## src/rtl/m4rt_pkg.sv

```systemverilog
// ----------------------------------------------------------------------------
// m4rt_pkg
// Shared types and constants for the 4x4 row transform unit: item kinds,
// request codes, the bundle that travels down the cell chain and row writes.
// ----------------------------------------------------------------------------
package m4rt_pkg;

  localparam int DATA_W    = 32;
  localparam int VEC_W     = DATA_W + 1;      // negated translation needs one more bit
  localparam int PROD_W    = VEC_W + DATA_W;
  localparam int SUM_W     = PROD_W + 1;      // four products, exact
  localparam int NUM_LANES = 4;

  localparam logic [1:0] LAST_ROW = 2'(NUM_LANES - 1);

  // request codes on in_req_type
  localparam logic [1:0] REQ_LOAD = 2'd0;
  localparam logic [1:0] REQ_MUL  = 2'd1;
  localparam logic [1:0] REQ_INV  = 2'd2;

  typedef enum logic [1:0] {
    KIND_LOAD,
    KIND_MUL,
    KIND_ROW,
    KIND_TINV
  } kind_t;

  typedef enum logic [1:0] {
    SEQ_IDLE,
    SEQ_INJ,
    SEQ_WAIT
  } seq_state_t;

  typedef logic [DATA_W-1:0] word_t;
  typedef word_t [NUM_LANES-1:0] row_t;

  typedef struct packed {
    kind_t                               kind;
    logic [1:0]                          row;
    logic [NUM_LANES-1:0][VEC_W-1:0]     vec;
    logic [NUM_LANES-1:0][SUM_W-1:0]     acc;
  } item_t;

  typedef struct packed {
    logic en;
    row_t data;
  } row_wr_t;

endpackage

```

## src/rtl/m4rt_round.sv

```systemverilog
// ----------------------------------------------------------------------------
// m4rt_round
// Output stage: rounds and saturates the chain sums, formats the result row
// and holds it in the output register. Hands the translation row back to the
// last cell when an inverse finishes.
// ----------------------------------------------------------------------------
module m4rt_round #(
  parameter int FRAC_BITS = 16
) (
  input  logic                         clk,
  input  logic                         rst_n,
  input  logic                         up_valid,
  output logic                         up_ready,
  input  m4rt_pkg::item_t              up_item,
  output logic                         out_valid,
  input  logic                         out_stall,
  output logic [m4rt_pkg::DATA_W-1:0]  out_0,
  output logic [m4rt_pkg::DATA_W-1:0]  out_1,
  output logic [m4rt_pkg::DATA_W-1:0]  out_2,
  output logic [m4rt_pkg::DATA_W-1:0]  out_3,
  output logic [1:0]                   out_row,
  output logic                         out_last,
  output logic                         out_saturated,
  output m4rt_pkg::row_wr_t            wb
);
  import m4rt_pkg::*;

  localparam logic [SUM_W-1:0] HALF    = SUM_W'(1) << (FRAC_BITS - 1);
  localparam word_t            ONE     = DATA_W'(1) << FRAC_BITS;
  localparam word_t            MAX_POS = {1'b0, {(DATA_W-1){1'b1}}};
  localparam word_t            MIN_NEG = {1'b1, {(DATA_W-1){1'b0}}};

  logic                                out_valid_r;
  row_t                                res_r, res_nxt;
  logic [1:0]                          row_r;
  logic                                last_r, last_nxt;
  logic                                sat_r, sat_nxt;
  logic [NUM_LANES-1:0][SUM_W-1:0]     rnd, shf;
  logic [NUM_LANES-1:0]                ovf;
  row_t                                rval;
  logic                                tail_ready;
  logic                                cap;

  assign tail_ready = !out_valid_r || !out_stall;
  // loads end here and need no room in the output register
  assign up_ready   = tail_ready || up_item.kind == KIND_LOAD;
  assign cap        = up_valid && tail_ready && up_item.kind != KIND_LOAD;

  always_comb begin
    for (int c = 0; c < NUM_LANES; c++) begin
      rnd[c]  = up_item.acc[c] + HALF;
      shf[c]  = $signed(rnd[c]) >>> FRAC_BITS;
      ovf[c]  = !((&shf[c][SUM_W-1:DATA_W-1]) || !(|shf[c][SUM_W-1:DATA_W-1]));
      rval[c] = ovf[c] ? (shf[c][SUM_W-1] ? MIN_NEG : MAX_POS) : shf[c][DATA_W-1:0];
    end
  end

  always_comb begin
    res_nxt  = rval;
    last_nxt = 1'b1;
    sat_nxt  = |ovf;
    case (up_item.kind)
      KIND_MUL: begin
        res_nxt = rval;
      end
      KIND_TINV: begin
        res_nxt[NUM_LANES-1] = ONE;
        sat_nxt              = |ovf[NUM_LANES-2:0];
      end
      KIND_ROW: begin
        for (int c = 0; c < NUM_LANES; c++) begin
          res_nxt[c] = up_item.vec[c][DATA_W-1:0];
        end
        last_nxt = 1'b0;
        sat_nxt  = 1'b0;
      end
      default: begin
        res_nxt  = '0;
        last_nxt = 1'b0;
        sat_nxt  = 1'b0;
      end
    endcase
  end

  assign wb.en   = cap && up_item.kind == KIND_TINV;
  assign wb.data = res_nxt;

  always_ff @(posedge clk) begin
    if (!rst_n) begin
      out_valid_r <= 1'b0;
    end else if (tail_ready) begin
      out_valid_r <= cap;
    end
  end

  always_ff @(posedge clk) begin
    if (cap) begin
      res_r  <= res_nxt;
      row_r  <= up_item.row;
      last_r <= last_nxt;
      sat_r  <= sat_nxt;
    end
  end

  assign out_valid     = out_valid_r;
  assign out_0         = res_r[0];
  assign out_1         = res_r[1];
  assign out_2         = res_r[2];
  assign out_3         = res_r[3];
  assign out_row       = row_r;
  assign out_last      = last_r;
  assign out_saturated = sat_r;

endmodule

```

## config.mk

```make
export PLATFORM = sky130hd
export DESIGN_NAME = m4rt_round
export DESIGN_NICKNAME = d
export VERILOG_FILES = /design/src/rtl/m4rt_pkg.sv /design/src/rtl/m4rt_round.sv
export SDC_FILE = /design/constraint.sdc
export NUM_CORES = 1
export LEC_CHECK = 0
export BUFFER_PORTS_ARGS = -buffer_cell sky130_fd_sc_hd__buf_2
export CORE_AREA = 2 2 258 260
export CTS_CLUSTER_DIAMETER = 150
export DETAILED_ROUTE_END_ITERATION = 6
export DIE_AREA = 0 0 260 262
export MAX_ROUTING_LAYER = met4
export SLEW_MARGIN = 5
export SYNTH_ARGS = -nofsm -noshare
export SYNTH_HDL_FRONTEND = slang
export SYNTH_SLANG_ARGS = --single-unit
```

## constraint.sdc

```tcl
create_clock -name clk -period 11.1 [get_ports clk]
set_clock_uncertainty 0.05 [all_clocks]
set_input_delay 0.555 -clock clk [delete_from_list [all_inputs] [get_ports clk]]
set_output_delay 0.555 -clock clk [all_outputs]
set_load 0.005 [all_outputs]
```

# After elaboration in Yosys (flattened, before gate mapping)
# Cells that the tools add are included.
[op_classes]
n_addsub = 4
eq_ne = 3
n_mux = 12
n_reduce_logical = 32
[ops]
columns = ["cell", "n"]
rows = [
  ["$add A66 B16 Y66 const B", 4],
  ["$mux W32", 8],
  ["$pmux W96 S2", 1],
  ["$pmux W32 S3", 1],
  ["$reduce_and A19 Y1", 4],
  ["$reduce_or A19 Y1", 4],
  ["$logic_not A1 Y1", 10],
  ["$logic_or A1 B1 Y1", 6],
  ["$eq A2 B2 Y1 const B", 2],
  ["$reduce_or A4 Y1", 1],
  ["$logic_and A1 B1 Y1", 3],
  ["$reduce_or A3 Y1", 1],
  ["$eq A2 B1 Y1 const B", 1],
  ["$logic_not A2 Y1", 1],
  ["$pmux W1 S2", 1],
  ["$reduce_bool A2 Y1", 1],
  ["$reduce_or A2 Y1", 1],
  ["$mux W1", 1],
]
[totals]
register_bits = 133

# Logic depth before layout (Yosys ltp)
[depth]
word_depth = 7
mapped_depth = 12

# Worst setup path after synthesis
# OpenSTA, ideal clock, no wires.
[synth_path]
kind = "input to output"
start = "input port up_item[398] (netlist bit)"
end = "output port wb[128] (netlist bit)"
arrival_ns = 8.039
setup_slack_ns = 2.456
path_stages = 4
cell_sequence = "clkbuf_1 o21ai_0 a21oi_1 and3_1"
[synth_lines]
columns = ["item", "line_no", "text"]
rows = [
  ["from (decl)", "m4rt_round.sv:14", "input m4rt_pkg::item_t up_item,"],
  ["to (decl)", "m4rt_round.sv:24", "output m4rt_pkg::row_wr_t wb"],
]

==> flow_metrics.tcl <==
set metrics [dict create \
    p_leak_nw 5.86 \
    wl_per_cell_um 19.5 \
    synthMuxAreaShare_pct 0.586 \
    pin_count 667 \
    path_class "input pin to output port" \
    finalHoldViolations 0 \
    overflow 0 \
    regToRegStartpoint "out_valid$_SDFFE_PN0N_" \
    synth_edf_count 132 \
    dieArea_um2 68100 \
    status "finished clean" \
    antenna_found_initial 9 \
    drtIter0Drc 1155 \
    hold_depth 1 \
    viasPerCell 4.56 \
    layout.nets 2203 \
    synthSimpleGateAreaFrac_pct 28.2 \
    post-route-min-period_ns 5.18 \
    drt_wl_total_um 52200 \
    startpoint_type "input pin" \
    fin_ws_ns 5.92 \
    synth.avg_cell_area_um2 8.76 \
    p_total_mw 1.53 \
    cap_violations 0 \
    grt_max_degree 83 \
    grt_usage_pct 15.0 \
    worst-r2r-setup-slack_ns 8.65 \
    routabilityCongestion 0.959 \
    grt_pass1_vias 11700 \
    finalSetupViolations 0 \
    r2r-end "out_0[5]$_DFFE_PP_" \
    root_buffer "clkbuf_16" \
    die_w_um 260 \
    drv_slew 0 \
    layout_commonest_cell "buf_2" \
    cts_buffer_depth 2 \
    rr_worst_depth 2 \
    synth_fa_ha_area_share_pct 0.469 \
    critPathRequiredTime_ns 10.50 \
    crit_chain "buf_2, nand4_1, or3_1, nor4_2, nand4_1, xor2_1, or4_1, nor4b_1, o21ai_2, buf_4, o211ai_1, buf_2" \
    cts_tree "done" \
    dp_hpwl_um 42400 \
    ant_nets 0 \
    peakVddDrop_mv 0.109 \
    synth_cells 1218 \
    synth-seq-area-share_pct 37.3 \
    cts_hold_buf 0 \
    remaining_drc_errors 0 \
    ys.warnings.count 0 \
    worstHoldEndpoint "out_row[1]$_DFFE_PP_" \
    ys_types 66 \
    p_per_area_nw_per_um2 101 \
    grt_first_pass_wirelength_um 73900 \
    crit_slowest_cell "nor4b_1" \
    synth_compound_area_share_pct 15.9 \
    max_stage_delay_ns 0.65 \
    cts_max_level 4 \
    synth_top_family_by_area "simple AND/OR/NAND/NOR gates" \
    drive_gt1_share_pct 37.4 \
    vias 12200 \
    async_flop_share_pct 0 \
    tns_ns 0 \
    most-common-layout-cells "buf_2 (602), nand2_1 (187), edfxtp_1 (132)" \
    cts.sinks 133 \
    hp-start "up_item[397]" \
    cts_resized 0 \
    fp.coreArea_um2 65300 \
    max_slew_margin_pct 30.1 \
    yosys.area_share.xor_xnor_pct 13.9 \
    rsz0062_at_grt "no" \
    crit_arrival_ns 4.58 \
    postCtsSetupBuffers 0 \
    clk_latency_ns 0.47 \
    die_h_um 262 \
    end_kind "output port" \
    ys_ff_latch 133 \
    clk_pin_slew_ns 0.07 \
    port_buffers 602 \
    cts_buffers 17 \
    first_pass_iters 6 \
    pre_cts_slack_ns 5.94 \
    post-route-period-util_pct 46.7 \
    row_count 94 \
    fmax_mhz 193 \
    synth_nets 1626 \
    hp-class "input pin to register" \
    syn2layout_area_growth_pct 42.5 \
    syn_area_um2 10700 \
    path_max_fanout 31 \
    worst_slew_pin_slew_ns 1.05 \
    start_util_pct 16.4 \
    ys.flop_type "edfxtp_1" \
]
how the worst max path moves through the flow:
stage | slack (ns) | end | start
2_1_floorplan | 2.46 | wb[128] | up_item[398]
3_3_place_gp | 5.93 | wb[55] | up_item[83]
3_5_place_dp | 5.94 | wb[55] | up_item[83]
4_1_cts | 5.92 | wb[55] | up_item[83]
5_1_grt | 5.75 | wb[55] | up_item[86]
6_report | 5.92 | wb[37] | up_item[86]
cell usage after synthesis (6+ instances only):
| cell | n | area, µm² |
|---|---|---|
| a21oi_1 | 9 | 45.0 |
| xor2_1 | 84 | 736 |
| buf_2 | 12 | 60.1 |
| nor4_1 | 35 | 219 |
| and4_1 | 20 | 175 |
| and3_1 | 28 | 175 |
| clkbuf_1 | 40 | 150 |
| xnor2_1 | 85 | 744 |
| edfxtp_1 | 132 | 3960 |
| nor3_1 | 46 | 230 |
| nand2_1 | 187 | 702 |
| o211ai_1 | 91 | 683 |
| or4_1 | 6 | 45.0 |
| o21ai_0 | 42 | 210 |
| nor3b_1 | 6 | 45.0 |
| or3_1 | 13 | 81.3 |
| nand3_1 | 80 | 400 |
| a22o_1 | 32 | 280 |
| buf_6 | 7 | 78.8 |
| nor2_1 | 77 | 289 |
| inv_1 | 24 | 90.1 |
| nand4_1 | 66 | 413 |
| and2_1 | 9 | 56.3 |
flip-flops by register name, summed over array words and instances, names as in the netlist:
name / flops
out_3: 32
out_0: 32
out_last: 1
out_saturated: 1
out_2: 32
out_row: 2
out_valid: 1
out_1: 32
where the power goes:
group          switching [mW]  leakage [nW]  internal, mW
registers             0.00881          1.29         0.597
logic                   0.199          4.31         0.142
clock network           0.278         0.261         0.310
total                   0.486          5.86          1.05
per-stage QoR:
step	cells	hold slack, ns	area (µm²)	util (%)
3_3_place_gp	2640	0.464	14600	22.4
6_report	2681	0.203	15200	23.3
3_5_place_dp	2640	0.473	14600	22.4
5_1_grt	2681	0.169	15200	23.3
2_1_floorplan	1218	0.433	10700	-
4_1_cts	2672	0.147	15200	23.3
cell families (layout without fill, tap and decap cells):
group,count (synthesis),count (layout)
XOR/XNOR,169,169
buffers and inverters,86,676
adder cells (fa/ha/maj),4,4
AO/OA/AOI/OAI,228,228
flip-flops,133,133
multiplexers,6,6
other,0,9
AND/OR/NAND/NOR,592,592
metal layers:
layer | vias up | track usage [%] | part of all wire [%]
li1 | 5812 | - | -
met1 | 5776 | 18.3 | 43
met2 | 571 | 23.5 | 47
met3 | 64 | 4.10 | 7.9
met4 | 0 | 5.68 | 2.4
met5 | - | - | 0
layout make-up:
type,count,area [µm²]
diodes,9,22.5
clock buffers,18,429
clock inverters,14,126
fillers,7267,50100
inverters,24,90.1
multi-input cells,999,6320
flip-flops and latches,133,3980
well taps,864,1080
repair buffers,620,3150
worst max-delay path, delay by kind of cell:
kind / cells / cell delay, ns
buf+inv: 3 / 0.60
simple gates: 6 / 2.65
xor+xnor: 1 / 0.19
compound gates: 2 / 0.54
Note: power is estimated with default switching activity, not from simulation.
